==> src/hdl/ssc_pkg.sv <==
// ----------------------------------------------------------------------------
// ssc_pkg
// Shared types and constants for the supersampled shape coverage core.
// ----------------------------------------------------------------------------
package ssc_pkg;

    localparam int CFG_W   = 11;
    localparam int IDX_W   = 3;
    localparam int COORD_W = 11;
    localparam int PHASE_W = 12;
    localparam int SQ_W    = 25;
    localparam int SUB_N   = 16;
    localparam int COL_W   = 4;
    localparam int CNT_W   = 5;
    localparam int ACC_W   = 9;

    localparam logic [2:0] SHP_CROSS  = 3'd0;
    localparam logic [2:0] SHP_LINE   = 3'd1;
    localparam logic [2:0] SHP_CORNER = 3'd2;
    localparam logic [2:0] SHP_TEE    = 3'd3;
    localparam logic [2:0] SHP_STUB   = 3'd4;
    localparam logic [2:0] SHP_HENTRY = 3'd5;
    localparam logic [2:0] SHP_HWIRE  = 3'd6;

    localparam logic [IDX_W-1:0] REG_LINE_HW   = 3'd0;
    localparam logic [IDX_W-1:0] REG_ROUND_R   = 3'd1;
    localparam logic [IDX_W-1:0] REG_DOT_R     = 3'd2;
    localparam logic [IDX_W-1:0] REG_PADDING   = 3'd3;
    localparam logic [IDX_W-1:0] REG_SUBDOT_R  = 3'd4;
    localparam logic [IDX_W-1:0] REG_SUBLINE_W = 3'd5;
    localparam logic [IDX_W-1:0] REG_HATCH_PER = 3'd6;
    localparam logic [IDX_W-1:0] REG_HATCH_DTY = 3'd7;

    typedef struct packed {
        logic [CFG_W-1:0]        lw;
        logic signed [CFG_W:0]   c;
        logic [CFG_W:0]          lwp;
        logic [SQ_W-1:0]         d2;
        logic [SQ_W-1:0]         dp2;
        logic [SQ_W-1:0]         rr2;
        logic [SQ_W-1:0]         r02;
        logic [SQ_W-1:0]         b2;
        logic [CFG_W-1:0]        sw;
        logic [CFG_W-1:0]        per;
        logic [CFG_W-1:0]        duty;
    } cfg_t;

    typedef struct packed {
        logic                      vld;
        logic                      first;
        logic                      last;
        logic [2:0]                shape;
        logic signed [COORD_W-1:0] u;
        logic signed [COORD_W-1:0] v;
        logic [SQ_W-1:0]           u2;
        logic [SQ_W-1:0]           a2;
        logic [PHASE_W-1:0]        phase;
        logic [CNT_W-1:0]          cnt;
    } tok_t;

endpackage

==> src/hdl/ssc_cell.sv <==
// ----------------------------------------------------------------------------
// ssc_cell
// One subsample row: tests the passing column word against the shape,
// adds its hit, and hands the word on with the next row and phase.
// ----------------------------------------------------------------------------
module ssc_cell
    import ssc_pkg::*;
(
    input  logic clk,
    input  logic rst_n,
    input  logic en,
    input  cfg_t cfg,
    input  tok_t tin,
    output tok_t tout
);

    tok_t                        tok_reg, tok_next;
    logic signed [COORD_W-1:0]   u, v;
    logic signed [2*COORD_W-1:0] v_sq;
    logic signed [CFG_W+1:0]     bmin, b;
    logic signed [2*CFG_W+3:0]   b_sq;
    logic [SQ_W-1:0]             v2, b2, duv, dab;
    logic [COORD_W-1:0]          absu, absv;
    logic                        st_u, st_v, dot, hatch, vpos, vneg, hit;
    logic                        outer, clear;
    logic [PHASE_W-1:0]          ph_inc;

    always_comb
    begin
        u     = tin.u;
        v     = tin.v;
        v_sq  = v * v;
        v2    = SQ_W'($unsigned(v_sq));
        bmin  = (v > cfg.c) ? {cfg.c[CFG_W], cfg.c} : {{2{v[COORD_W-1]}}, v};
        b     = bmin - {cfg.c[CFG_W], cfg.c};
        b_sq  = b * b;
        b2    = SQ_W'($unsigned(b_sq));
        duv   = tin.u2 + v2;
        dab   = tin.a2 + b2;
        absu  = u[COORD_W-1] ? COORD_W'(-u) : COORD_W'(u);
        absv  = v[COORD_W-1] ? COORD_W'(-v) : COORD_W'(v);
        st_u  = absu < cfg.lw;
        st_v  = absv < cfg.lw;
        dot   = duv < cfg.d2;
        vneg  = v[COORD_W-1];
        vpos  = !vneg && (v != '0);
        hatch = tin.phase < {1'b0, cfg.duty};
        outer = (duv < cfg.b2) || ((absu < cfg.sw) && vneg);
        clear = (({1'b0, absu} < cfg.lwp) && vpos) || (duv < cfg.dp2);

        case (tin.shape)
            SHP_CROSS:  hit = st_u || st_v || dot;
            SHP_LINE:   hit = st_u;
            SHP_CORNER: hit = (cfg.r02 < dab) && (dab < cfg.rr2);
            SHP_TEE:    hit = (st_u && vpos) || st_v || dot;
            SHP_STUB:   hit = (st_u && vpos) || dot;
            SHP_HENTRY: hit = outer && !clear && hatch;
            SHP_HWIRE:  hit = (absu < cfg.sw) && hatch;
            default:    hit = 1'b0;
        endcase

        ph_inc = tin.phase + PHASE_W'(1);
        if (cfg.per != '0 && ph_inc == {1'b0, cfg.per})
            ph_inc = '0;

        tok_next       = tin;
        tok_next.v     = v + COORD_W'(1);
        tok_next.phase = ph_inc;
        tok_next.cnt   = tin.cnt + CNT_W'(hit);
    end

    always_ff @(posedge clk or negedge rst_n)
    begin
        if (!rst_n)
            tok_reg <= '0;
        else if (en)
            tok_reg <= tok_next;
    end

    assign tout = tok_reg;

endmodule

==> config.mk <==
export PLATFORM = sky130hd
export DESIGN_NAME = ssc_cell
export DESIGN_NICKNAME = d
export VERILOG_FILES = /design/src/hdl/ssc_pkg.sv /design/src/hdl/ssc_cell.sv
export SDC_FILE = /design/constraint.sdc
export NUM_CORES = 1
export LEC_CHECK = 0
export ABC_AREA = 0
export ABC_CLOCK_PERIOD_IN_PS = 900
export BUFFER_PORTS_ARGS = -buffer_cell sky130_fd_sc_hd__buf_2
export CAP_MARGIN = 20
export CELL_PAD_IN_SITES_DETAIL_PLACEMENT = 1
export CELL_PAD_IN_SITES_GLOBAL_PLACEMENT = 1
export CORE_MARGIN = 2
export CORE_UTILIZATION = 45
export DETAILED_ROUTE_END_ITERATION = 10
export PLACE_DENSITY = 0.82
export SLEW_MARGIN = 20
export SYNTH_ARGS = -nofsm -noshare
export SYNTH_HDL_FRONTEND = slang
export SYNTH_SLANG_ARGS = --single-unit
==> constraint.sdc <==
create_clock -name clk -period 0.9 [get_ports clk]
set_input_delay 0.045 -clock clk [delete_from_list [all_inputs] [get_ports clk]]
set_output_delay 0.045 -clock clk [all_outputs]
set_load 0.02 [all_outputs]
==> metrics, run 1 <==
count leader, synth inv_1; cell row count 79; chip height 221 um; largest cells by area after synthesis fa_1 (25%), ha_1 (21%), dfrtp_1 (11%); ys async rst share 100%; Port Buffers 385; syn_area_per_cell 9.00 um^2; stop err [ERROR GRT-0232] Routing congestion too high. Check the congestion heatmap in the GUI.; Longest Clk Path Bufs 2; Synth cell types 72; ys flop type dfrtp_1; top cell type's share of synthesized area 25.4%; worst_ep kind register data pin; # IOs 386; Syn Nets 3273; largest net degree at the start of global routing 49; last worst endpoint in the global-route repair_timing tout[4]$_DFFE_PN0P_/D; Initial Util 45.6%; synth warn 0; Die W 221 um; dpl hpwl 71600 um; area leader, netlist fa_1; status stopped before the end; Synth Cell Area 0.0212 mm^2; clock sink total 95; Fail Step global routing (5_1_grt); Mapped Cells 2361; Root Driver clkbuf_16; post-synthesis sequential area ratio 11.2%; #FFs+latches synth 95; top cells by count, synth inv_1 (569), ha_1 (351), fa_1 (270); htree depth 3; antenna violations before repair 33; Tot GR Track Use 70.6%; cts bufs inserted 9; Placer Congestion 0.942; Post-synth EDFFs 0; overflow left after global routing 35
==> kinds of logic after synthesis <==
logic type               after synthesis  synth area share [%]
multiplexers                          86                  4.51
adder cells (fa/ha/maj)              621                  46.1
AND/OR/NAND/NOR                      433                  9.72
AO/OA/AOI/OAI                        361                  11.3
XOR/XNOR                             148                  6.22
flip-flops                            95                  11.2
buffers and inverters                617                  10.9
==> per-layer routing <==
| metal | overflow | GRT usage, % |
|---|---|---|
| met4 | 16 | 79.2 |
| met1 | 0 | 64.5 |
| met3 | 0 | 54.2 |
| met2 | 19 | 92.4 |
| met5 | 0 | 10.9 |
==> metrics by stage <==
| step | instance area, um^2 | setup WS (ns) | cells |
|---|---|---|---|
| 4_1_cts | 30200 | -10.23 | 3927 |
| 3_5_place_dp | 27600 | -11.18 | 3789 |
| 3_3_place_gp | 27600 | -10.66 | 3789 |
| 2_1_floorplan | 21500 | -9.89 | 2361 |
==> what timing repair did <==
item / CTS
hold buffers: 62
endpoints found under the setup margin: 120
gates cloned: 0
setup buffers: 61
gates resized for setup: 314
hold endpoints to repair: 156
pin swaps: 80
==> inputs of run 2 (changes only) <==
- CELL_PAD_IN_SITES_DETAIL_PLACEMENT: 1 -> not set
- CELL_PAD_IN_SITES_GLOBAL_PLACEMENT: 1 -> not set
- CORE_UTILIZATION: 45 -> 40
- PLACE_DENSITY: 0.82 -> not set
- PLACE_DENSITY_LB_ADDON: not set -> 0.15
==> run 2 against run 1 <==
Compared with the run above: the flow now finishes, with violations (negative setup slack); synthesized area is the same; synthesized cell count is the same.
==> metrics, run 2 <==
Place WS -10.97 ns; final WL 65300 um; Layout Utilization 58.6%; largest cells by area after synthesis fa_1 (25%), ha_1 (21%), dfrtp_1 (11%); Root Driver clkbuf_16; Die W 234 um; Mapped Cells 2361; synth warn 0; Arr. time, crit path 11.10 ns; Synth cell types 72; dpl hpwl 56200 um; wire per inst 16.2 um; ys async rst share 100%; Placer Congestion 0.902; failing checks negative setup slack; fin crit share 1200%; Crit path required time 1.19 ns; htree depth 3; count of final hold-check violations 0; slowest stage delay, CP 0.51 ns; #FFs+latches synth 95; # DRC 0; # IOs 386; Final ANT Viol Nets 0; top cells by count, synth inv_1 (569), ha_1 (351), fa_1 (270); Worst Setup Slack, final -9.90 ns; first-pass GRT wire length 103000 um; Port Buffers 385; CP most frequent cell fa_1; Worst path slowest cell fa_1; unrepaired setup endpoints after global routing true; Post-synth EDFFs 0; share of layout cells above drive strength 1 35.6%; post-synthesis sequential area ratio 11.2%; WS Path Type input pin to flop; antenna violations before repair 5; Synth Cell Area 0.0212 mm^2; routed via count 19306; largest net degree at the start of global routing 35; full die area 0.0550 mm^2; cts bufs inserted 9; Slew HR 39.2%; Worst-Margin Slew 0.904 ns; Syn Nets 3273; top cell type's share of synthesized area 25.4%; Initial Util 40.4%; clock latency on the worst-skew pair 0.40 ns; CP startpoint kind input pin; ys flop type dfrtp_1; crit-path leading delay family compound AO/OA/AOI/OAI gates; cell row count 84; filler cell count 4701; count leader, synth inv_1; Final setup viols 120; commonest cells after routing, fill and taps aside inv_1 (557), buf_4 (498), ha_1 (330); final hold slack 0.0224 ns; max reg flops 95; DRT iter0 DRCs 648; syn_area_per_cell 9.00 um^2; chip height 234 um; status finished, violations left; worst path bufs/invs 8; max_cap viols 0; clock sink total 95; critical path peak fanout 6; Post-Route Skew 0 ns; Hold WC Path Type input pin to flop; core region area 0.0526 mm^2; Max Slew Vio Count 0; Layout area overhead 45.0%; overflow left after global routing 0; DR vias/cell 4.80; Max Freq 92.6 MHz; Worst Setup End Kind flop; Worst-path clk slew 0.09 ns; Tot GR Track Use 24.0%; vias in the first global route 20910; drt pass-1 iters 5; CTS tree done; minimum clock period 10.80 ns; fin nets 4240; setup_tns -67.48 ns; area leader, netlist fa_1; Longest Clk Path Bufs 2; most common cell after layout, fill and taps aside inv_1
-- run 2: cell counts after synthesis --
No cell type changed its count.
-- run 2: metal layers --
layer  share of wire (%)  global-route usage (%)  vias up
li1                    -                       -     9542
met1                  41                    28.5     9364
met2                  53                    44.7      314
met3                 3.1                    2.97       86
met4                 2.9                    8.08        0
met5                   0                       0        -
-- run 2: worst paths after layout --
path / from / to / slack (ns) / cells after the start
setup / recovery: cfg[171] / tout[1]$_DFFE_PN0P_ / -9.90 / 54
hold / removal: tin[0] / tout[0]$_DFFE_PN0P_ / 0.02 / 3
hold reg to reg: tout[31]$_DFFE_PN0P_ / tout[31]$_DFFE_PN0P_ / 0.53 / 1
max in group asynchronous: rst_n / tout[56]$_DFFE_PN0P_ / 0.34 / 3
setup reg to reg: tout[92]$_DFFE_PN0P_ / tout[92]$_DFFE_PN0P_ / -0.03 / 2
min in group asynchronous: rst_n / tout[21]$_DFFE_PN0P_ / 0.07 / 2
-- run 2: through the flow --
stage	std cells	area (um^2)
2_1_floorplan	2361	21500
3_3_place_gp	3882	27800
3_5_place_dp	3882	27800
4_1_cts	3991	30100
5_1_grt	4024	30800
6_report	4026	30800
-- run 2: cells by family (layout without fill, tap and decap cells) --
kind of cell	Yosys count	count (layout)	synth area share [%]
AND/OR/NAND/NOR	433	433	9.72
adder cells (fa/ha/maj)	621	621	46.1
buffers and inverters	617	1589	10.9
flip-flops	95	95	11.2
other	0	5	0
multiplexers	86	86	4.51
XOR/XNOR	148	148	6.22
AO/OA/AOI/OAI	361	361	11.3
-- run 2: final cells by class --
| cell class | count | area [um^2] | share of cell area (%) |
|---|---|---|---|
| Clock buffer | 10 | 239 | 0.776 |
| Timing Repair Buffer | 990 | 7660 | 24.9 |
| Clock inverter | 6 | 63.8 | 0.207 |
| Sequential cell | 95 | 2380 | 7.72 |
| Inverter | 583 | 2210 | 7.18 |
| Antenna cell | 5 | 12.5 | 0.0406 |
| Multi-Input combinational cell | 1649 | 17400 | 56.4 |
| Tap cell | 688 | 861 | 2.79 |
-- run 2: repair_timing --
item,CTS,global route
pin swaps,50,69
endpoints found under the hold margin,157,0
resized for setup,290,110
cloned,0,1
hold buffers,62,0
setup buffers,31,32
endpoints found under the setup margin,120,126
-- run 2: worst min-delay path, cell delays in order --
cell and delay, ns:
buf_2 0.10, ha_4 0.12, mux2_4 0.12
Power of run 2 is left out: the tool's default activity adds up to more than one toggle a clock period on the data nets, which glitch-free logic cannot reach.
