**src/hdl/ssc_pkg.sv**
```systemverilog
// ----------------------------------------------------------------------------
// ssc_pkg
// Shared types and constants for the supersampled shape coverage core.
// ----------------------------------------------------------------------------
package ssc_pkg;

    localparam int CFG_W   = 11;
    localparam int IDX_W   = 3;
    localparam int COORD_W = 11;
    localparam int PHASE_W = 12;
    localparam int SQ_W    = 25;
    localparam int SUB_N   = 16;
    localparam int COL_W   = 4;
    localparam int CNT_W   = 5;
    localparam int ACC_W   = 9;

    localparam logic [2:0] SHP_CROSS  = 3'd0;
    localparam logic [2:0] SHP_LINE   = 3'd1;
    localparam logic [2:0] SHP_CORNER = 3'd2;
    localparam logic [2:0] SHP_TEE    = 3'd3;
    localparam logic [2:0] SHP_STUB   = 3'd4;
    localparam logic [2:0] SHP_HENTRY = 3'd5;
    localparam logic [2:0] SHP_HWIRE  = 3'd6;

    localparam logic [IDX_W-1:0] REG_LINE_HW   = 3'd0;
    localparam logic [IDX_W-1:0] REG_ROUND_R   = 3'd1;
    localparam logic [IDX_W-1:0] REG_DOT_R     = 3'd2;
    localparam logic [IDX_W-1:0] REG_PADDING   = 3'd3;
    localparam logic [IDX_W-1:0] REG_SUBDOT_R  = 3'd4;
    localparam logic [IDX_W-1:0] REG_SUBLINE_W = 3'd5;
    localparam logic [IDX_W-1:0] REG_HATCH_PER = 3'd6;
    localparam logic [IDX_W-1:0] REG_HATCH_DTY = 3'd7;

    typedef struct packed {
        logic [CFG_W-1:0]        lw;
        logic signed [CFG_W:0]   c;
        logic [CFG_W:0]          lwp;
        logic [SQ_W-1:0]         d2;
        logic [SQ_W-1:0]         dp2;
        logic [SQ_W-1:0]         rr2;
        logic [SQ_W-1:0]         r02;
        logic [SQ_W-1:0]         b2;
        logic [CFG_W-1:0]        sw;
        logic [CFG_W-1:0]        per;
        logic [CFG_W-1:0]        duty;
    } cfg_t;

    typedef struct packed {
        logic                      vld;
        logic                      first;
        logic                      last;
        logic [2:0]                shape;
        logic signed [COORD_W-1:0] u;
        logic signed [COORD_W-1:0] v;
        logic [SQ_W-1:0]           u2;
        logic [SQ_W-1:0]           a2;
        logic [PHASE_W-1:0]        phase;
        logic [CNT_W-1:0]          cnt;
    } tok_t;

endpackage

```
**src/hdl/ssc_cfg.sv**
```systemverilog
// ----------------------------------------------------------------------------
// ssc_cfg
// Style register file and derived squared limits.
// ----------------------------------------------------------------------------
module ssc_cfg
    import ssc_pkg::*;
(
    input  logic              clk,
    input  logic              rst_n,
    input  logic              cfg_valid,
    output logic              cfg_ready,
    input  logic [IDX_W-1:0]  cfg_index,
    input  logic [CFG_W-1:0]  cfg_data,
    output cfg_t              cfg
);

    logic [CFG_W-1:0] lw_reg, rr_reg, dr_reg, pd_reg, br_reg, sw_reg, per_reg, duty_reg;
    cfg_t             cfg_reg, cfg_next;

    logic signed [CFG_W+1:0] r0;
    logic signed [2*CFG_W+3:0] r0sq;
    logic [CFG_W:0]          dp;

    assign cfg_ready = 1'b1;

    always_ff @(posedge clk or negedge rst_n)
    begin
        if (!rst_n)
        begin
            lw_reg   <= CFG_W'(51);
            rr_reg   <= CFG_W'(358);
            dr_reg   <= CFG_W'(256);
            pd_reg   <= CFG_W'(51);
            br_reg   <= CFG_W'(512);
            sw_reg   <= CFG_W'(256);
            per_reg  <= CFG_W'(128);
            duty_reg <= CFG_W'(84);
        end
        else if (cfg_valid)
        begin
            case (cfg_index)
                REG_LINE_HW:   lw_reg   <= cfg_data;
                REG_ROUND_R:   rr_reg   <= cfg_data;
                REG_DOT_R:     dr_reg   <= cfg_data;
                REG_PADDING:   pd_reg   <= cfg_data;
                REG_SUBDOT_R:  br_reg   <= cfg_data;
                REG_SUBLINE_W: sw_reg   <= cfg_data;
                REG_HATCH_PER: per_reg  <= cfg_data;
                REG_HATCH_DTY: duty_reg <= cfg_data;
                default:       lw_reg   <= lw_reg;
            endcase
        end
    end

    always_comb
    begin
        r0   = $signed({2'b00, rr_reg}) - $signed({1'b0, lw_reg, 1'b0});
        r0sq = r0 * r0;
        dp   = {1'b0, dr_reg} + {1'b0, pd_reg};
        cfg_next.lw   = lw_reg;
        cfg_next.c    = $signed({1'b0, rr_reg}) - $signed({1'b0, lw_reg});
        cfg_next.lwp  = {1'b0, lw_reg} + {1'b0, pd_reg};
        cfg_next.d2   = SQ_W'(dr_reg * dr_reg);
        cfg_next.dp2  = SQ_W'(dp * dp);
        cfg_next.rr2  = SQ_W'(rr_reg * rr_reg);
        cfg_next.r02  = SQ_W'($unsigned(r0sq));
        cfg_next.b2   = SQ_W'(br_reg * br_reg);
        cfg_next.sw   = sw_reg;
        cfg_next.per  = per_reg;
        cfg_next.duty = duty_reg;
    end

    always_ff @(posedge clk)
    begin
        cfg_reg <= cfg_next;
    end

    assign cfg = cfg_reg;

endmodule

```
**config.mk**
```make
export PLATFORM = sky130hd
export DESIGN_NAME = ssc_cfg
export DESIGN_NICKNAME = d
export VERILOG_FILES = /design/src/hdl/ssc_pkg.sv /design/src/hdl/ssc_cfg.sv
export SDC_FILE = /design/constraint.sdc
export NUM_CORES = 2
export LEC_CHECK = 0
export BUFFER_PORTS_ARGS = -buffer_cell sky130_fd_sc_hd__clkbuf_2
export CORE_MARGIN = 2
export CORE_UTILIZATION = 28
export DETAILED_ROUTE_END_ITERATION = 10
export SLEW_MARGIN = 20
export SYNTH_ARGS = -nofsm -noshare
export SYNTH_HDL_FRONTEND = slang
export SYNTH_SLANG_ARGS = --single-unit
```
**constraint.sdc**
```tcl
create_clock -name clk -period 8.25 [get_ports clk]
set_clock_uncertainty 0.05 [all_clocks]
set_input_delay 2.475 -clock clk [delete_from_list [all_inputs] [get_ports clk]]
set_output_delay 2.475 -clock clk [all_outputs]
set_load 0.05 [all_outputs]
```
# ---- Yosys cells after proc, flatten, opt, wreduce, memory -nomap -nowiden
# Cells that the tools add are included.
dict set report totals {
  word_cells 44
  latch_bits 0
  ff_bits 271
  in_bits 17
  ram_bits 0
  mem_bits_ro 0
  n_memories 0
}
dict set report op_classes {
  bitwise 0
  n_lt_le_gt_ge 0
  muxes 0
  div 0
  n_reduce_logical 9
  add_sub_neg 4
  n_mul 5
  n_eq_ne 7
  shift 0
}
# operator n
set op_table {}
lappend op_table {{$mul 11x11->22} 3}
lappend op_table {{$mul 13x13->25} 1}
lappend op_table {{$add 11x11->12} 2}
lappend op_table {{$mul 12x12->24} 1}
lappend op_table {{$reduce_and 2->1} 8}
lappend op_table {{$sub 11x12->13} 1}
lappend op_table {{$eq 3x3->1 const B} 4}
lappend op_table {{$sub 11x11->12} 1}
lappend op_table {{$eq 3x2->1 const B} 2}
lappend op_table {{$eq 3x1->1 const B} 1}
lappend op_table {{$logic_not 3->1} 1}

# ---- Longest topological paths before layout
dict set report logic_depth {
  depth_word 2
  ltp_mapped 30
}

# ---- Worst setup path after synthesis
# No wires, ideal clock.
dict set report synth_timing {
  path_type {flip-flop to flip-flop}
  start {register rr_reg[1]}
  end {register cfg_reg, in the netlist cfg[79]}
  required_time_ns 8.128
  path_slack_ns 0.864
  setup_time_ns 0.072
  path_stages_with_launch 29
  arrival_time_ns 7.264
  path_cell_list {dfstp_2 clkbuf_1 inv_1 ha_1 fa_1 nor2b_1 o31a_1 o21ai_1 a21oi_1 xnor2_1 inv_2 clkbuf_1 nand2_1 fa_1 fa_1 inv_1 fa_1 fa_1 inv_1 fa_1 fa_1 inv_1 ha_1 o211ai_1 a21oi_1 a211oi_1 o211ai_1 a21oi_1 xnor2_1}
}
# element line
set synth_lines {}
lappend synth_lines {{from (decl)} ssc_cfg.sv:17} ;# logic [CFG_W-1:0] lw_reg, rr_reg, dr_reg, pd_reg, br_reg, sw_reg, per_reg, duty_reg;
lappend synth_lines {{from (signal assigned)} ssc_cfg.sv:43} ;# REG_ROUND_R: rr_reg <= cfg_data;
lappend synth_lines {{to (signal assigned)} ssc_cfg.sv:75} ;# cfg_reg <= cfg_next;
lappend synth_lines {{to (decl)} ssc_cfg.sv:18} ;# cfg_t cfg_reg, cfg_next;

==> results by group <==
Logic synthesis
  – Cell variety after synth: 75
  – Synth warnings: 0
  – Main flop type after synthesis: dfxtp_1
  – FFs w/ async S/R, synth: 0.332
  – Sequential fraction of the synthesis area: 0.206
  – Mapped Area: between 20000 and 30000 um^2
  – Post-synthesis average cell area: ~9.6 um^2
  – Yosys top cell area share: 0.292
  – Top-count cell post-synth: inv_1
  – Synth Instances: approximately 3000
  – Yosys reg bits: 265
  – Largest area contributor in the netlist: fa_1
  – Top cells by area, synth: fa_1 29%, ha_1 14%, dfxtp_1 13%
  – Synth cell count leaders: 603 x inv_1, 409 x fa_1, 316 x ha_1
  – Post-synth EDFFs: 0

STA
  – Maximum clock frequency: around 130 MHz
  – # setup viols final: 0
  – Tmin final: 7690 ps
  – Worst-margin pin slew: 1100 ps
  – Final hold violations: 0
  – RSZ-0062 raised after global routing: no
  – Slew Limit Fails: 0
  – Crit share post-route: 0.932
  – Setup_tns: 0 ps
  – Slew margin rel.: 0.262

Route
  – Final ANT Viol Nets: 0
  – Iteration-0 DRC Markers: 1119
  – Via density: 4.50
  – Drt first pass iters: 5
  – Via Count: 19963
  – WL/cell: ~16 um
  – Residual DRC: 0
  – Final Routed Wirelength: roughly 70000 um

Setup path
  – Req. time, crit path: between 8000 and 9000 ps
  – CP Capture Type: flop
  – Worst-path maximum fanout: 12
  – CP top delay family: adder cells
  – Largest stage delay on the critical path: 630 ps
  – Crit path from: rr_reg[1]$_DFFE_PN1P_
  – Worst Setup Path Type: flop to flop
  – Reg-to-reg critical path startpoint: rr_reg[1]$_DFFE_PN1P_
  – CP dominant cell by count: fa_1
  – Worst EP arrival: approximately 8100 ps
  – Buf+Inv Stages, Crit Path: 6
  – Worst path slowest cell: dfstp_2
  – Critical path startpoint category: flop

Status
  – Status: completed

Die
  – Die Area: 103000 um^2
  – # IOs: roughly 210
  – Die W: between 300 and 400 um
  – Die Span Y: 321 um
  – Core footprint: 99700 um^2
  – Starting Density: 0.281
  – Cell row count: ~120

Global routing
  – Pin count of the biggest net entering global routing: 49
  – First-pass GRT wire length: about 110000 um
  – Grt ovf: 0
  – Initial antenna violation count: 7
  – Total GRT Usage: 0.140
  – Number of global-route vias before repair: 20583

Clock network
  – CTS root buf: clkbuf_16
  – Clock Pin Slew Worst Setup and Hold Paths: 60 ps
  – CTS resizes: 0
  – H-tree Lvls: 2
  – Post-CTS setup buffers: 0
  – Clock Tree Buf Depth: 3
  – CTS tree: done
  – Clk_lat worst skew: around 590 ps
  – CTS Sinks: roughly 270
  – Total CTS buffers: 36
  – Hold Buf Count CTS: 0

Placed design
  – Gp weighted congestion: roughly 0.91
  – # port buffers: approximately 190
  – HPWL after DPL: about 57000 um

Final layout
  – Syn-to-layout area delta: 13.3%
  – Largest register FFs: approximately 180
  – Nets: 3849
  – Layout cells sized above 1: 0.126

Worst hold path
  – Hold Path Class: flop to flop
  – Hold Startpoint: per_reg[5]$_DFFE_PN0P_

Run
  – Maxcap violations: 0
-- cell type report --
cell class | instances | area (um^2)
repair buffers | 216 | 1140
multi-input cells | 1968 | 19700
fillers | 10236 | 67900
well taps | 1298 | 1620
clock inverters | 20 | 264
flip-flops and latches | 265 | 5770
diodes | 2 | 5.00
inverters | 620 | 2330
clock buffers | 46 | 1000
-- final timing paths --
path                                           to  slack [ps]  depth (start not counted)
hold reg to reg                   cfg[16]$_DFF_P_         310                          0
min in group asynchronous   dr_reg[0]$_DFFE_PN0P_        1820                          1
setup / recovery                  cfg[77]$_DFF_P_         560                         27
max in group asynchronous  per_reg[6]$_DFFE_PN0P_        5160                          2
hold / removal                    cfg[16]$_DFF_P_         310                          0
setup reg to reg                  cfg[77]$_DFF_P_         560                         27
-- stage by stage --
| stage | cells | util | setup WS (ps) | cell area, um^2 | hold slack, ps |
|---|---|---|---|---|---|
| after floorplan | 2937 | - | 864 | 28100 | 292 |
| after global placement | 4367 | 0.306 | 789 | 30500 | 295 |
| after detailed placement | 4367 | 0.306 | 714 | 30500 | 301 |
| after CTS | 4433 | 0.319 | 637 | 31800 | 315 |
| after global routing | 4434 | 0.319 | 47.8 | 31800 | 320 |
| final | 4435 | 0.319 | 564 | 31800 | 313 |
-- logic make-up (layout without fill, tap and decap cells) --
group | Yosys count | after routing | synth area share
buf+inv | 704 | 902 | 0.0965
fa+ha+maj | 725 | 725 | 0.433
other cells | 2 | 20 | 0.000268
simple gates | 669 | 669 | 0.114
compound gates | 348 | 348 | 0.0801
xor+xnor | 135 | 135 | 0.0421
mux | 73 | 73 | 0.0292
flops | 265 | 265 | 0.206
-- worst register-to-register path: stages (launching register included) --
cell and delay [ps]:
dfstp_2 630, inv_1 180, ha_1 270, fa_1 400, nor2b_1 160, o31a_1 230, o21ai_1 80, a21oi_1 170
xnor2_1 350, inv_2 280, nand2_1 200, fa_1 460, fa_1 520, inv_1 50, fa_1 520, inv_1 60
fa_1 450, fa_1 440, fa_1 550, inv_1 50, ha_1 310, o211ai_1 170, a21oi_1 140, a211oi_1 270
buf_4 190, o21ai_1 80, a211oi_1 240, nor2_1 60
-- routing by layer --
metal / share of wire / vias up / global-route usage
met5: 0.00033 / - / 0
met4: 0.025 / 4 / 0.0390
met3: 0.080 / 98 / 0.0383
met2: 0.44 / 480 / 0.215
met1: 0.45 / 9834 / 0.191
li1: - / 9547 / -
-- layout by cell type (no fill, tap or decap), types with 20 or more instances in the layout --
| master | n |
|---|---|
| nand2b_1 | 24 |
| dfrtp_1 | 68 |
| xnor2_1 | 86 |
| a21o_1 | 40 |
| inv_1 | 603 |
| nand2_1 | 212 |
| xor2_1 | 49 |
| buf_4 | 23 |
| mux2_2 | 69 |
| clkbuf_2 | 193 |
| and2_1 | 93 |
| clkbuf_16 | 37 |
| o21ai_1 | 27 |
| a21oi_1 | 85 |
| nor2_1 | 179 |
| nor2b_1 | 27 |
| o21ai_0 | 53 |
| nor3_1 | 32 |
| dfstp_2 | 20 |
| ha_1 | 316 |
| a211oi_1 | 20 |
| o21a_1 | 23 |
| nand3_1 | 20 |
| dfxtp_1 | 177 |
| fa_1 | 409 |
Power is not shown: default switching activity piles up to over one toggle a cycle in this logic, so the estimate is an artifact.
