<file path="config.mk">
export PLATFORM = sky130hd
export DESIGN_NAME = ssc_src
export DESIGN_NICKNAME = d
export VERILOG_FILES = /design/src/hdl/ssc_pkg.sv /design/src/hdl/ssc_src.sv
export SDC_FILE = /design/constraint.sdc
export NUM_CORES = 1
export LEC_CHECK = 0
export BUFFER_PORTS_ARGS = -buffer_cell sky130_fd_sc_hd__buf_2
export CORE_MARGIN = 5
export CORE_UTILIZATION = 29
export DETAILED_ROUTE_END_ITERATION = 7
export PLACE_DENSITY = 0.47
export SYNTH_ARGS = -nofsm -noshare
export SYNTH_HDL_FRONTEND = slang
export SYNTH_SLANG_ARGS = --single-unit
</file>
<file path="constraint.sdc">
create_clock -name clk -period 12 [get_ports clk]
set_clock_uncertainty 0.15 [all_clocks]
set_input_delay 1.2 -clock clk [delete_from_list [all_inputs] [get_ports clk]]
set_output_delay 1.2 -clock clk [all_outputs]
set_load 0.01 [all_outputs]
</file>
<file path="src/hdl/ssc_pkg.sv">
// ----------------------------------------------------------------------------
// ssc_pkg
// Shared types and constants for the supersampled shape coverage core.
// ----------------------------------------------------------------------------
package ssc_pkg;

    localparam int CFG_W   = 11;
    localparam int IDX_W   = 3;
    localparam int COORD_W = 11;
    localparam int PHASE_W = 12;
    localparam int SQ_W    = 25;
    localparam int SUB_N   = 16;
    localparam int COL_W   = 4;
    localparam int CNT_W   = 5;
    localparam int ACC_W   = 9;

    localparam logic [2:0] SHP_CROSS  = 3'd0;
    localparam logic [2:0] SHP_LINE   = 3'd1;
    localparam logic [2:0] SHP_CORNER = 3'd2;
    localparam logic [2:0] SHP_TEE    = 3'd3;
    localparam logic [2:0] SHP_STUB   = 3'd4;
    localparam logic [2:0] SHP_HENTRY = 3'd5;
    localparam logic [2:0] SHP_HWIRE  = 3'd6;

    localparam logic [IDX_W-1:0] REG_LINE_HW   = 3'd0;
    localparam logic [IDX_W-1:0] REG_ROUND_R   = 3'd1;
    localparam logic [IDX_W-1:0] REG_DOT_R     = 3'd2;
    localparam logic [IDX_W-1:0] REG_PADDING   = 3'd3;
    localparam logic [IDX_W-1:0] REG_SUBDOT_R  = 3'd4;
    localparam logic [IDX_W-1:0] REG_SUBLINE_W = 3'd5;
    localparam logic [IDX_W-1:0] REG_HATCH_PER = 3'd6;
    localparam logic [IDX_W-1:0] REG_HATCH_DTY = 3'd7;

    typedef struct packed {
        logic [CFG_W-1:0]        lw;
        logic signed [CFG_W:0]   c;
        logic [CFG_W:0]          lwp;
        logic [SQ_W-1:0]         d2;
        logic [SQ_W-1:0]         dp2;
        logic [SQ_W-1:0]         rr2;
        logic [SQ_W-1:0]         r02;
        logic [SQ_W-1:0]         b2;
        logic [CFG_W-1:0]        sw;
        logic [CFG_W-1:0]        per;
        logic [CFG_W-1:0]        duty;
    } cfg_t;

    typedef struct packed {
        logic                      vld;
        logic                      first;
        logic                      last;
        logic [2:0]                shape;
        logic signed [COORD_W-1:0] u;
        logic signed [COORD_W-1:0] v;
        logic [SQ_W-1:0]           u2;
        logic [SQ_W-1:0]           a2;
        logic [PHASE_W-1:0]        phase;
        logic [CNT_W-1:0]          cnt;
    } tok_t;

endpackage

</file>
<file path="src/hdl/ssc_src.sv">
// ----------------------------------------------------------------------------
// ssc_src
// Takes a pixel word, reduces its hatch phase modulo the period bit by bit,
// then issues one column word per cycle into the cell row while en is high.
// ----------------------------------------------------------------------------
module ssc_src
    import ssc_pkg::*;
(
    input  logic         clk,
    input  logic         rst_n,
    input  logic         en,
    input  cfg_t         cfg,
    input  logic         item_valid,
    output logic         item_stall,
    input  logic [2:0]   shape,
    input  logic [6:0]   pixel_x,
    input  logic [6:0]   pixel_y,
    output tok_t         tout
);

    logic                      dv_vld_reg, dv_vld_next;
    logic [3:0]                dv_cnt_reg, dv_cnt_next;
    logic [PHASE_W-1:0]        dv_rem_reg, dv_rem_next;
    logic [PHASE_W-1:0]        dv_num_reg, dv_num_next;
    logic [2:0]                dv_shape_reg, dv_shape_next;
    logic signed [COORD_W-1:0] dv_u_reg, dv_u_next;
    logic signed [COORD_W-1:0] dv_v_reg, dv_v_next;

    logic                      is_vld_reg, is_vld_next;
    logic [COL_W-1:0]          is_col_reg, is_col_next;
    logic [2:0]                is_shape_reg, is_shape_next;
    logic signed [COORD_W-1:0] is_u_reg, is_u_next;
    logic signed [COORD_W-1:0] is_v_reg, is_v_next;
    logic [PHASE_W-1:0]        is_ph_reg, is_ph_next;

    tok_t                      tok_reg, tok_next;

    logic                      dv_done, is_last, xfer, accept;
    logic [PHASE_W-1:0]        trial, ph_inc;
    logic signed [CFG_W+1:0]   amin, a;
    logic signed [2*CFG_W+3:0] a_sq;
    logic signed [2*COORD_W-1:0] u_sq;

    always_comb
    begin
        dv_done    = dv_vld_reg && (dv_cnt_reg == '0);
        is_last    = is_vld_reg && (is_col_reg == COL_W'(SUB_N - 1));
        xfer       = en && dv_done && (!is_vld_reg || is_last);
        item_stall = !(en && (!dv_vld_reg || xfer));
        accept     = item_valid && !item_stall;

        dv_vld_next   = dv_vld_reg;
        dv_cnt_next   = dv_cnt_reg;
        dv_rem_next   = dv_rem_reg;
        dv_num_next   = dv_num_reg;
        dv_shape_next = dv_shape_reg;
        dv_u_next     = dv_u_reg;
        dv_v_next     = dv_v_reg;
        trial         = {dv_rem_reg[PHASE_W-2:0], dv_num_reg[PHASE_W-1]};

        if (accept)
        begin
            dv_vld_next   = 1'b1;
            dv_cnt_next   = 4'(PHASE_W);
            dv_rem_next   = '0;
            dv_num_next   = PHASE_W'({1'b0, pixel_x} + {1'b0, pixel_y}) << 4;
            dv_shape_next = shape;
            dv_u_next     = $signed(COORD_W'({pixel_x, 4'b0000}) - COORD_W'(1024));
            dv_v_next     = $signed(COORD_W'({pixel_y, 4'b0000}) - COORD_W'(1024));
        end
        else if (xfer)
        begin
            dv_vld_next = 1'b0;
        end
        else if (en && dv_vld_reg && !dv_done)
        begin
            dv_cnt_next = dv_cnt_reg - 4'd1;
            dv_num_next = dv_num_reg << 1;
            if (cfg.per != '0 && trial >= {1'b0, cfg.per})
                dv_rem_next = trial - {1'b0, cfg.per};
            else
                dv_rem_next = trial;
        end

        ph_inc = is_ph_reg + PHASE_W'(1);
        if (cfg.per != '0 && ph_inc == {1'b0, cfg.per})
            ph_inc = '0;

        is_vld_next   = is_vld_reg;
        is_col_next   = is_col_reg;
        is_shape_next = is_shape_reg;
        is_u_next     = is_u_reg;
        is_v_next     = is_v_reg;
        is_ph_next    = is_ph_reg;
        if (xfer)
        begin
            is_vld_next   = 1'b1;
            is_col_next   = '0;
            is_shape_next = dv_shape_reg;
            is_u_next     = dv_u_reg;
            is_v_next     = dv_v_reg;
            is_ph_next    = dv_rem_reg;
        end
        else if (en && is_vld_reg)
        begin
            is_vld_next = !is_last;
            is_col_next = is_col_reg + COL_W'(1);
            is_u_next   = is_u_reg + COORD_W'(1);
            is_ph_next  = ph_inc;
        end

        amin = (is_u_reg > cfg.c) ? {cfg.c[CFG_W], cfg.c}
                                  : {{2{is_u_reg[COORD_W-1]}}, is_u_reg};
        a    = amin - {cfg.c[CFG_W], cfg.c};
        a_sq = a * a;
        u_sq = is_u_reg * is_u_reg;

        tok_next.vld   = is_vld_reg;
        tok_next.first = (is_col_reg == '0);
        tok_next.last  = is_last;
        tok_next.shape = is_shape_reg;
        tok_next.u     = is_u_reg;
        tok_next.v     = is_v_reg;
        tok_next.u2    = SQ_W'($unsigned(u_sq));
        tok_next.a2    = SQ_W'($unsigned(a_sq));
        tok_next.phase = is_ph_reg;
        tok_next.cnt   = '0;
    end

    always_ff @(posedge clk or negedge rst_n)
    begin
        if (!rst_n)
        begin
            dv_vld_reg <= 1'b0;
            dv_cnt_reg <= '0;
            is_vld_reg <= 1'b0;
            is_col_reg <= '0;
            tok_reg    <= '0;
        end
        else
        begin
            dv_vld_reg <= dv_vld_next;
            dv_cnt_reg <= dv_cnt_next;
            is_vld_reg <= is_vld_next;
            is_col_reg <= is_col_next;
            if (en)
                tok_reg <= tok_next;
        end
    end

    always_ff @(posedge clk)
    begin
        dv_rem_reg   <= dv_rem_next;
        dv_num_reg   <= dv_num_next;
        dv_shape_reg <= dv_shape_next;
        dv_u_reg     <= dv_u_next;
        dv_v_reg     <= dv_v_next;
        is_shape_reg <= is_shape_next;
        is_u_reg     <= is_u_next;
        is_v_reg     <= is_v_next;
        is_ph_reg    <= is_ph_next;
    end

    assign tout = tok_reg;

endmodule

</file>
# == Yosys cells after proc, flatten, opt, wreduce, memory -nomap -nowiden ==
# Index checks and enable logic that the tools add are counted.
# totals
output_inout_bits,96
register_bits,179
elab_cells,84
input_bits,214
# op_classes
n_addsub,9
bitwise,1
n_mux,19
n_eq_ne,3
mul,2
n_reduce_logical,26
order_cmp,2
# op_table
cell,count
12-bit 2-to-1 mux,7
13-bit by 13-bit multiplier with 25-bit output,1
11-bit by 11-bit multiplier with 22-bit output,1
11-bit 2-to-1 mux,2
"11-bit subtractor, second input constant",2
4-bit 2-to-1 mux,5
13-bit 2-to-1 mux,1
13-bit subtractor,1
"12-bit by 1-bit adder with 12-bit output, second input constant",1
12-bit by 11-bit equality test with 1-bit output,1
12-bit by 11-bit greater-or-equal comparator with 1-bit output,1
11-bit by 12-bit > comparator with 1-bit output,1
12-bit by 11-bit subtractor with 12-bit output,1
"11-bit by 2-bit adder with 11-bit output, second input constant",1
1-bit logical AND,11
11-bit nonzero test,1
7-bit by 7-bit adder with 8-bit output,1
4-bit zero test,2
2-bit nonzero test,3
1-bit zero test,5
"4-bit by 1-bit adder with 4-bit output, second input constant",1
"4-bit equality test, second input constant",1
1-bit 2-to-1 mux,4
2-bit AND reduction,2
other kinds (4),5

# == Longest topological paths before layout ==
# depth
word_depth,9
ltp_mapped,42
mapped_depth_nobuf,39

# == Worst setup path after synthesis ==
# No wires, ideal clock.
# synth_path
path_type,input port to flip-flop
start,input port cfg[177] in the netlist's numbering
end,register tok_reg (netlist bit tout[36])
setup_slack_ns,2.138
cell_stages,35
t_required_ns,11.725
t_arrival_ns,9.587
setup_time_ns,0.125
n_path_buf,3
cell_sequence,inv_1 > ha_1 > a21o_1 > a2111oi_0 > o22ai_1 > a21o_1 > clkbuf_1 > mux2i_1 > ha_1 > inv_1 > fa_1 > a211oi_1 > o21ai_0 > a41o_1 > a31o_2 > nand2_1 > buf_2 > nand2_1 > fa_1 > inv_1 > fa_1 > inv_1 > fa_1 > inv_1 > fa_1 > fa_1 > ha_1 > ha_1 > clkbuf_1 > and3_1 > a221oi_1 > o31ai_1 > a21oi_1 > xnor2_1 > mux2_2
# synth_via
elab_chain_len,4
# synth_lines
item,line_no,source
start: declaration,ssc_src.sv:12,"input cfg_t cfg,"
11-bit by 12-bit > comparator with 1-bit output,ssc_src.sv:112,"amin = (is_u_reg > cfg.c) ? {cfg.c[CFG_W], cfg.c}"
13-bit 2-to-1 mux,ssc_src.sv:112,
13-bit subtractor (*),ssc_src.sv:114,"a = amin - {cfg.c[CFG_W], cfg.c};"
13-bit by 13-bit multiplier with 25-bit output (*),ssc_src.sv:115,a_sq = a * a;
end signal: assignment,ssc_src.sv:147,tok_reg <= tok_next;
end: declaration,ssc_src.sv:36,"tok_t tok_reg, tok_next;"
# Every way passes the cells marked *; elsewhere a longest branch is shown, timed or not.
# A chain may end at the register's enable or synchronous reset.

# == Final worst setup path ==
# Same ends and word-level chain as after synthesis.

==> flow_summary.ini <==
[worst_setup_path]
crit_path_start_kind = input pin
required_ps = 12220
crit_top_cell = fa_1
cp_slowest_cell = fa_1
reg2reg_slack_ps = 1710
reg2reg_from = is_u_reg[3]$_SDFFCE_PP0P_
criticalPathCategory = input pin to flip-flop
cp.arrival_ps = 10690
slowest_delay_ps = 550
crit_start = cfg[177]
end_kind = flip-flop
path_max_fanout = 12

[route]
wl_um = 44840
vias_per_cell = 4.544
drt_iter0_markers = 419
drc = 0
wl_per_cell_um = 16.12
vias = 12640
antenna_left = 0
dr.pass1.iters = 5

[logic_synthesis]
synth.area.top_cells = fa_1 27%, dfrtp_1 12%, ha_1 11%, edfxtp_1 9.6%, inv_1 7.6%
ys_async_sr_fraction = 0.5625
synth_top_family_by_area = adder cells
synthFlopType = dfrtp_1
synth_compound_area_frac = 0.07932
synth_edf_count = 58
ys_warn_count = 0
synth_top_area_frac = 0.2713
synth_area_leader_cell = fa_1
synth_common_cells = 365 x inv_1, 245 x fa_1, 156 x ha_1
ys_seq_area_frac = 0.2342
synthSimpleGateAreaFrac = 0.1068
synthAdderAreaFrac = 0.3793
ys_ff_latch = 160
synth.most_common_cell = inv_1
yosysUniqueCellTypes = 72
syn-cell-area_um2 = 18080
synthMuxAreaShare = 0.05399
synthXorXnorAreaFrac = 0.05288
avgSynthCellArea_um2 = 9.982
postSynthCellCount = 1811

[global_routing]
grt_pass1_wl_um = 74230
antenna_found_initial = 1
overflow = 0
grt_start_max_net_pins = 61
grt_use_total = 0.1387
grt_pass1_vias = 13740

[clock_tree]
cts_made_buffers = 17
cts.reportedPaths.clkPinSlew_ps = 80
clock-root-buffer = clkbuf_16
cts_hold_buf = 0
clock_sinks = 160
post_cts_buffers = 0
cts_tree = built
cts_resized = 0
htree_num_levels = 4
clk_latency_ps = 480
clockBufferDepth = 2

[cells_and_area]
drive_gt1_frac = 0.1425
area_growth_pct = 12.18
fin_nets = 2546
diodes = 0
n_fill_cell = 6464
largest_reg_flops = 80

[min_path]
hold_path.startpoint = dv_v_reg[5]$_DFFE_PP_
hp-class = flip-flop to flip-flop

[sta]
setup_viol = 0
finalHoldViolations = 0
fin_ws_ps = 1533
max_freq_mhz = 95.54
tightest_slew_ps = 1075
finalCritPeriodShare = 0.8722
tns_ps = 0
slew_headroom = 0.2781
drv_slew = 0
min_period_ps = 10470
rsz0062_at_grt = no
fin_hold_ws_ps = 275.3

[floorplanning]
die_h_um = 259.7
die_width_um = 259.7
initial_utilization = 0.2929
core_area_um2 = 61710
ios = 310
num_rows = 91
dieArea_um2 = 67430

[run]
drv_cap = 0

[placed_design]
gp_congestion = 0.8100
hpwlAfterDp_um = 35720
post-place-ws_ps = 1101
port_buffers = 125

[status]
status = finished, final reports clean
routing by layer:
metal  up-vias  routed length (um)  global-route usage
li1       6012                   -                   -
met1      6403               21210              0.1881
met2       179               21500              0.2298
met3        42                1426             0.02631
met4         2                 687             0.03464
met5         -                  13                   0
worst max-delay path: cells and delay by family:
family                     cells  cell delay (ps)
adders and majority gates     10             4200
AOI/OAI and AO/OA             13             3370
buffers and inverters          7              890
muxes                          2              500
and+or+nand+nor                2              420
xor gates and xnor gates       1              100
cell usage in the layout, fill, tap and decap left out, types with 9 or more instances in the layout:
master	count
fa_1	245
o21bai_1	9
buf_2	123
nand2_1	132
edfxtp_1	58
buf_4	25
nand3_1	45
conb_1	15
dfxtp_1	12
and2_1	42
xor2_1	30
ha_1	156
mux2_2	72
o21ai_0	61
xnor2_1	67
nor3_1	15
nand2b_1	23
dfrtp_1	90
nor2_1	92
mux2i_1	15
inv_1	365
clkbuf_16	17
a21o_1	24
nor2b_1	15
nand4_1	11
a21oi_1	54
path summary, 6_finish.rpt:
kind | endpoint | cells after the start
setup reg to reg | tout[36]$_DFFE_PN0P_ | 33
hold reg to reg | is_v_reg[5]$_DFFE_PP_ | 0
max in group asynchronous | tout[17]$_DFFE_PN0P_ | 2
hold / removal | is_v_reg[5]$_DFFE_PP_ | 0
min in group asynchronous | tout[56]$_DFFE_PN0P_ | 1
setup / recovery | tout[36]$_DFFE_PN0P_ | 35
cell type report:
cell class                 instances  area, um^2  share of cell area
multi-input combinational       1234       12220              0.6024
sequential                       160        4234              0.2088
inverter                         370        1389             0.06848
tap                              837        1047             0.05164
timing repair buffer             148       803.3             0.03961
clock buffer                      17       425.4             0.02098
clock inverter                    15       163.9            0.008082
cell families after synthesis:
group	after synthesis
other cells	1
xor+xnor	102
flops	160
buf+inv	431
fa+ha+maj	401
simple gates	406
mux	88
compound gates	222
stage by stage:
step,cells,utilization,instance area [um^2]
after detailed placement,2749,0.3191,19690
final,2781,0.3286,20280
after floorplan,1825,-,18130
after CTS,2781,0.3286,20280
after global routing,2781,0.3286,20280
after global placement,2749,0.3191,19690
Power is not shown: default switching activity piles up to over one toggle a cycle in this logic, so the estimate is an artifact.
